## src/design/erc_pkg.sv

```systemverilog
// Package for the ellipse ray intersection core: widths, codes and channel types.
// No dependencies; every module of the block imports it.
package erc_pkg;

  localparam int DEF_COORD_FRAC_BITS = 16;
  localparam int DEF_COEF_FRAC_BITS  = 40;

  localparam int COORD_W      = 32;
  localparam int DIFF_W       = 33;
  localparam int SQ_W         = 64;
  localparam int XY_W         = 65;
  localparam int COEF_W       = 48;
  localparam int RAD_W        = 31;
  localparam int TERM_W       = 115;
  localparam int E_W          = 114;
  localparam int QUO_BITS     = 80;
  localparam int MAG_BITS     = 40;
  localparam int ROOT_REM_W   = MAG_BITS + 2;
  localparam int PP_W         = 58;
  localparam int CFG_IDX_W    = 3;
  localparam int CFG_DATA_W   = 48;
  localparam int STATUS_W     = 2;

  localparam logic [STATUS_W-1:0] ST_OK        = 2'd0;
  localparam logic [STATUS_W-1:0] ST_AT_CENTER = 2'd1;
  localparam logic [STATUS_W-1:0] ST_NOT_POS   = 2'd2;
  localparam logic [STATUS_W-1:0] ST_SAT       = 2'd3;

  localparam logic [CFG_IDX_W-1:0] REG_CENTER_X = 3'd0;
  localparam logic [CFG_IDX_W-1:0] REG_CENTER_Y = 3'd1;
  localparam logic [CFG_IDX_W-1:0] REG_COEF_XX  = 3'd2;
  localparam logic [CFG_IDX_W-1:0] REG_COEF_YY  = 3'd3;
  localparam logic [CFG_IDX_W-1:0] REG_COEF_XY  = 3'd4;
  localparam logic [CFG_IDX_W-1:0] REG_RADIUS   = 3'd5;

  typedef struct packed {
    logic signed [COORD_W-1:0] query_x;
    logic signed [COORD_W-1:0] query_y;
  } query_t;

  typedef struct packed {
    logic signed [COORD_W-1:0] intersect_x;
    logic signed [COORD_W-1:0] intersect_y;
    logic [STATUS_W-1:0]       status;
  } result_t;

  typedef struct packed {
    logic signed [COORD_W-1:0] center_x;
    logic signed [COORD_W-1:0] center_y;
    logic signed [COEF_W-1:0]  coef_xx;
    logic signed [COEF_W-1:0]  coef_yy;
    logic signed [COEF_W-1:0]  coef_xy;
    logic [RAD_W-1:0]          center_radius;
  } cfg_t;

  typedef struct packed {
    logic at_center;
    logic epos;
    logic neg_x;
    logic neg_y;
    logic ovf_x;
    logic ovf_y;
  } side_t;

  typedef struct packed {
    logic [E_W-1:0]      rem;
    logic [QUO_BITS-1:0] nq;
  } div_lane_t;

  typedef struct packed {
    logic           valid;
    side_t          side;
    logic [E_W-1:0] e;
    div_lane_t      x;
    div_lane_t      y;
  } div_stage_t;

  typedef struct packed {
    logic [ROOT_REM_W-1:0] rem;
    logic [QUO_BITS-1:0]   qv;
    logic [MAG_BITS-1:0]   res;
  } root_lane_t;

  typedef struct packed {
    logic       valid;
    side_t      side;
    root_lane_t x;
    root_lane_t y;
  } root_stage_t;

endpackage

```

## src/design/erc_root_cell.sv

```systemverilog
// One square root cell: one root bit for each coordinate lane.
// Depends on erc_pkg.
module erc_root_cell import erc_pkg::*; (
  input  logic        clk,
  input  logic        rst_n,
  input  logic        adv,
  input  root_stage_t prev,
  output root_stage_t cur
);

  function automatic root_lane_t root_step(input root_lane_t l);
    root_lane_t            o;
    logic [ROOT_REM_W+1:0] part;
    logic [ROOT_REM_W+1:0] trial;
    logic                  ge;
    part  = {l.rem, l.qv[QUO_BITS-1 -: 2]};
    trial = (ROOT_REM_W+2)'({l.res, 2'b01});
    ge    = part >= trial;
    part  = ge ? part - trial : part;
    o.rem = part[ROOT_REM_W-1:0];
    o.qv  = {l.qv[QUO_BITS-3:0], 2'b00};
    o.res = {l.res[MAG_BITS-2:0], ge};
    return o;
  endfunction

  root_stage_t cur_nxt, cur_r;

  always_comb begin
    cur_nxt   = prev;
    cur_nxt.x = root_step(prev.x);
    cur_nxt.y = root_step(prev.y);
  end

  always_ff @(posedge clk) begin
    if (!rst_n) begin
      cur_r.valid <= 1'b0;
    end else if (adv) begin
      cur_r <= cur_nxt;
    end
  end

  assign cur = cur_r;

endmodule
```

## config.mk

```make
export PLATFORM = sky130hd
export DESIGN_NAME = erc_root_cell
export DESIGN_NICKNAME = d
export VERILOG_FILES = /design/src/design/erc_pkg.sv /design/src/design/erc_root_cell.sv
export SDC_FILE = /design/constraint.sdc
export NUM_CORES = 1
export LEC_CHECK = 0
export ABC_AREA = 1
export BUFFER_PORTS_ARGS = -buffer_cell sky130_fd_sc_hd__buf_4
export CORE_AREA = 2 2 256 258
export CTS_CLUSTER_DIAMETER = 50
export CTS_CLUSTER_SIZE = 28
export DETAILED_ROUTE_END_ITERATION = 6
export DIE_AREA = 0 0 258 260
export PLACE_DENSITY = 0.61
export SYNTH_ARGS = -nofsm -noshare
export SYNTH_HDL_FRONTEND = slang
export SYNTH_SLANG_ARGS = --single-unit
```

## constraint.sdc

```tcl
create_clock -name clk -period 18.15 [get_ports clk]
set_input_delay 0.9075 -clock clk [delete_from_list [all_inputs] [get_ports clk]]
set_output_delay 0.9075 -clock clk [all_outputs]
set_load 0.03 [all_outputs]
```

# == Yosys cells after proc, flatten, opt, wreduce, memory -nomap -nowiden ==
# Index checks and enable logic that the tools add are counted.
# word_totals
register_bits,327
latch_bits,0
elab_cells,20
ramBits,0
n_memories,0
output_inout_bits,331
mem_bits_ro,0
# classes
eq_ne,0
n_mux,2
mul,0
div,0
n_addsub,2
n_bitwise,0
shifts,0
reduce_logical,1
n_lt_le_gt_ge,2
# ops
cell,count
44-bit by 42-bit greater-or-equal comparator with 1-bit output,2
42-bit two-way mux,2
42-bit subtractor,2
2-bit AND reduction,1

# == Logic depth before layout (Yosys ltp) ==
# Gate-level depths: netlist (run 1).
# depth
depth_word,2
ltp_mapped,16
depth_no_buf,15

# == Worst setup path before layout (run 1) ==
# No wires, ideal clock.
# synth_path
path_type,input port to flip-flop
startpoint,in rst_n
endpoint,reg cur_r (netlist bit cur[0]) (enable)
setup_ns,0.675
path_stages,2
n_path_buf,0
required_ns,17.475
arrival_ns,7.185
path_slack_ns,10.289
path_cell_list,nand2_1 > inv_1
# synth_between
elab_chain_len,1
# synth_rtl
item,line,rtl
from (decl),erc_root_cell.sv:5,"input logic rst_n,"
2-bit AND reduction (no line),n/a,
to (signal assigned),erc_root_cell.sv:38,cur_r <= cur_nxt;
to (decl),erc_root_cell.sv:26,"root_stage_t cur_nxt, cur_r;"
# No other way between the ends.
# A chain may end at the register's enable or synchronous reset.

==> flow_summary.toml, run 1 <==
[worst_setup_path]
crit_required_ns = 18.49
arrival_ns = 3.46
crit_type = "input port to flip-flop"
critPathMostFrequentCell = "nand2_1"
path_cells = "buf_4 -> inv_1 -> ha_1 -> nand2_1 -> nor2_1 -> nand2_1 -> nor2_2 -> nand3_1 -> nand3_2 -> nor2_2 -> nand2_4 -> inv_4 -> nand2_1 -> nand2_1"
crit_end = "cur[152]"
crit_family = "simple AND/OR/NAND/NOR gates"
r2r_cells = 2
r2r_start = "cur[330]"
path_buf_inv = 3
ff2ff_setup_slack_ns = 17.52
crit_slowest_cell = "nand2_4"
cp_max_fo = 45
cp.depth = 14
critical_path.max_stage_delay_ns = 0.43
startpoint = "prev[21]"
timing.rr.end = "cur[330]"
startpoint_type = "input port"
worstSetupEndpointType = "flip-flop"

[yosys]
syn_inst = 2057
synth_edf_count = 326
synth_area_leaders = "edfxtp_1, nand2_1, inv_1"
async_reset_ff_frac = 0
ys.flop_type = "edfxtp_1"
synth_area_um2 = 17900
yosysTopAreaCell = "edfxtp_1"
synthTopCellsByCount = "nand2_1, inv_1, edfxtp_1"
synth_warnings = 0
synth.ff_latch_count = 327
yosysUniqueCellTypes = 31
syn_avg_cell_area_um2 = 8.70
synth_top_area_share = 0.547
ys_seq_area_frac = 0.548
post-synth-top-count-cell = "nand2_1"

[global_route]
grt-busiest-layer = "met2"
grt_pass1_wl_um = 100000
grt_start_max_net_pins = 114
met2_usage = 0.297
use_met3 = 0.0578
grt_overflow = 0
grt_util_met1 = 0.285
grt_usage = 0.199
antenna_found_initial = 17
grt_pass1_vias = 15300

[pwr]
clockPowerShare = 0.404
power_frac_comb = 0.227
switching_share = 0.330
power_leakage_nw = 12.5
p_int_mw = 1.68
power_mw = 2.51
switching_power_mw = 0.828
ir_worst_vdd_uv = 75.3
p_seq_frac = 0.369
power_density_nw_per_um2 = 98.1

[die]
die_x_um = 258
start_util = 0.279
coreArea_um2 = 64100
die-area_um2 = 67100
die_y_um = 260
io_pins = 665
num_rows = 93

[timing]
finalSetupTns_ns = 0
report.final.setup_viol = 0
hold_viol_final = 0
tightest_slew_ns = 1.08
clock_skew_ns = 0
slew_headroom = 0.283
fin_crit_sh = 0.172
slew_viol_final = 0
rsz0062_at_grt = "false"
fmax_ghz = 0.321
period_needed_ns = 3.12

[route]
first_pass_iters = 6
drt_iter0_drc = 1320
wl_um = 70000
ant_nets = 0
viasPerCell = 4.42
drc = 0
wire_per_inst_um = 19.2
vias = 16100

[hold_path]
hp-class = "input port to flip-flop"
hold_path_depth = 1

[place]
portBuffers = 660
gp_congestion = 0.978
dp_hpwl_um = 57900

[clocking]
htreeDepth = 2
numCtsBuffers = 49
clk_path_buf_depth = 3
clock_latency_ns = 0.62
cts-root-buf = "clkbuf_16"
cts.repair.resized = 0
path_clk_slew_ns = 0.07
tritoncts = "built"
cts-hold-fix-buffers = 0
clock-sinks = 327
cts_setup_buffers = 0

[final_layout]
fin_nets = 3172
largest_reg_flops = 327
syn_to_final_growth_pct = 42.8
drive_gt1_frac = 0.287

[flow_run]
maxCapViolCount = 0

[status]
status = "complete, no violations"
==> worst min path at each step <==
stage	slack, ns	start	end
finish	0.46	prev[116]	cur[118]
global route	0.43	prev[220]	cur[222]
CTS	0.42	prev[70]	cur[72]
detailed placement	0.55	cur[330]	cur[330]
global placement	0.54	cur[330]	cur[330]
floorplan	0.66	cur[330]	cur[330]
==> metal layers <==
layer | wire length (um) | share of wire | up-vias
met3 | 6520 | 0.093 | 100
li1 | - | - | 7943
met1 | 32100 | 0.46 | 7398
met4 | 1270 | 0.018 | 18
met5 | 112 | 0.0016 | -
met2 | 30000 | 0.43 | 682
==> worst register-to-register path: stages (launching register included) <==
cell,delay (ns)
dfxtp_1,0.33
o21ai_0,0.15
a21oi_1,0.05
==> per-stage QoR <==
stage | hold slack, ns | instance area, um2 | setup slack [ns] | cells | util
after floorplan | 0.655 | 17900 | 10.29 | 2060 | -
after global placement | 0.537 | 23800 | 14.50 | 3558 | 0.371
after detailed placement | 0.554 | 23800 | 14.46 | 3558 | 0.371
after CTS | 0.424 | 25600 | 15.12 | 3650 | 0.399
after global routing | 0.431 | 25600 | 14.79 | 3653 | 0.399
final | 0.463 | 25600 | 15.03 | 3654 | 0.399
==> cells in the final DEF (no fill, tap or decap), drive strengths merged <==
cell type    n
nand2      785
buf        663
inv        400
edfxtp     326
nor2       158
nand3      112
ha          84
a21oi       67
clkbuf      50
xor2        44
o21ai       27
o21bai      12
clkinv      12
nand4       10
nand3b      10
nor3         8
and2         6
diode        4
nor4         4
conb         4
or2          4
clkinvlp     3
bufinv       3
a211oi       2
dfxtp        1
==> layout make-up <==
type / count / area (um2)
clock buffers: 50 / 1230
clock inverters: 42 / 544
diodes: 4 / 10.0
multi-input cells: 1337 / 6510
inverters: 376 / 1420
well taps: 855 / 1070
repair buffers: 663 / 4980
fillers: 6523 / 38500
flip-flops and latches: 327 / 9810
==> kinds of logic after synthesis <==
logic type	share of synthesized area
xor+xnor	0.0215
fa+ha+maj	0.0587
other cells	0.000209
flops	0.548
buf+inv	0.0894
simple gates	0.250
compound gates	0.0328
==> power groups by stage <==
stage	clock [mW]	sequential [mW]	combinational [mW]
after floorplan	0	1.06	0.214
after global placement	0	0.942	0.566
after detailed placement	0	0.942	0.568
after CTS	1.04	0.927	0.569
after global routing	1.07	0.931	0.615
final	1.01	0.926	0.568
No activity file was read; power rests on OpenSTA's default activity.
==> run 2, diff against run 1 <==
Settings changed: CORE_AREA 2 2 256 258 to 2 2 258 260, DIE_AREA 0 0 258 260 to 0 0 260 262.
Clock period 18.15 ns to 3 ns, I/O delays scaled along.
==> flow_summary.toml, run 2 (synthesis results as in run 1) <==
[clocking]
cts_setup_buffers = 0
tritoncts = "built"
path_clk_slew_ns = 0.06
htreeDepth = 2
cts-root-buf = "clkbuf_16"
clock_latency_ns = 0.58
numCtsBuffers = 45
clock-sinks = 327
clk_path_buf_depth = 3

[route]
first_pass_iters = 6
drt_iter0_drc = 1555
wire_per_inst_um = 18.2
vias = 17400
ant_nets = 0
wl_um = 72800
drc = 0
viasPerCell = 4.35

[die]
die_y_um = 262
die-area_um2 = 68100
die_x_um = 260
num_rows = 94
coreArea_um2 = 65300
start_util = 0.274
io_pins = 665

[hold_path]
hp-class = "input port to flip-flop"

[global_route]
grt_pass1_wl_um = 103000
grt_usage = 0.202
grt_pass1_vias = 16700
antenna_found_initial = 9
grt_start_max_net_pins = 114
grt_overflow = 0

[worst_setup_path]
arrival_ns = 2.96
critPathMostFrequentCell = "nand2_1"
path_buf_inv = 6
startpoint_type = "input port"
crit_type = "input port to flip-flop"
crit_required_ns = 3.43
crit_slowest_cell = "dlygate4sd3_1"
worstSetupEndpointType = "flip-flop"
path_cells = "dlygate4sd3_1 -> buf_4 -> inv_1 -> ha_1 -> nand2_2 -> inv_1 -> nand2_1 -> nand2_1 -> inv_2 -> nand3_2 -> nand2_1 -> nand2_1 -> nand2_2 -> nand2_8 -> inv_4 -> nand2_1 -> nand2_1"
crit_family = "buffers and inverters"
critical_path.max_stage_delay_ns = 0.57
cp_max_fo = 41

[timing]
tightest_slew_ns = 0.805
hold_viol_final = 0
rsz0062_at_grt = "false"
slew_viol_final = 0
fin_crit_sh = 0.844
fmax_ghz = 0.395
slew_headroom = 0.464
report.final.setup_viol = 0
clock_skew_ns = 0
setup_ws_ns = 0.468
period_needed_ns = 2.53
whs_ns = 0.154
finalSetupTns_ns = 0

[place]
place_ws_ns = 0.502
placed_area_um2 = 23900
dp_hpwl_um = 57700
gp_congestion = 0.982
portBuffers = 660

[final_layout]
design_area_um2 = 28700
layout_commonest_cell = "nand2_1"
drive_gt1_frac = 0.255
final_cell_mix = "nand2_1, buf_4, inv_1"
largest_reg_flops = 327
syn_to_final_growth_pct = 60.5
fin_nets = 3501

[pwr]
ir_worst_vdd_uv = 618
power_leakage_nw = 13.8
power_density_nw_per_um2 = 523
power_mw = 15.0

[status]
status = "complete, no violations"

[flow_run]
maxCapViolCount = 0
## run 2: per-layer routing
layer | vias up | part of all wire | global-route usage
li1 | 8594 | - | -
met1 | 7946 | 0.45 | 0.282
met2 | 712 | 0.44 | 0.310
met3 | 96 | 0.088 | 0.0546
met4 | 8 | 0.019 | 0.0508
met5 | - | 0.00066 | 0
## run 2: metrics by stage
step           instances  utilization
3_3_place_gp        3575        0.366
4_1_cts             3981        0.440
6_report            3987        0.440
3_5_place_dp        3575        0.366
5_1_grt             3986        0.440
2_1_floorplan       2060            -
## run 2: cell type report
class,instances,area [um2]
clock buffers,46,1130
well taps,864,1080
fillers,6228,36500
multi-input cells,1337,6520
repair buffers,996,8340
flip-flops and latches,327,9810
clock inverters,35,412
diodes,6,15.0
inverters,376,1420
## run 2: power breakdown
group | internal (mW) | switching, mW
Combinational | 1.50 | 2.35
Sequential | 5.48 | 0.136
Clock | 3.28 | 2.29
Total | 10.3 | 4.78
## run 2: worst paths after layout
kind                                 from  slack (ns)  cells past startpoint        to
worst max-delay path            prev[170]        0.47                     17  cur[322]
worst min-delay path            prev[281]        0.15                      3  cur[283]
worst max register to register   cur[330]        1.81                      3  cur[330]
worst min register to register   cur[330]        1.12                      3  cur[330]
## run 2: worst reg2reg max path: stages (launching register included)
cell and delay [ns]:
dfxtp_1 0.31, o21ai_0 0.16, a21oi_1 0.06, dlygate4sd3_1 0.56
## run 2: repair_timing
item                      4_1_cts  5_1_grt
hold buffers                  325        0
gates resized for setup         0        0
hold endpoints to repair      324        0
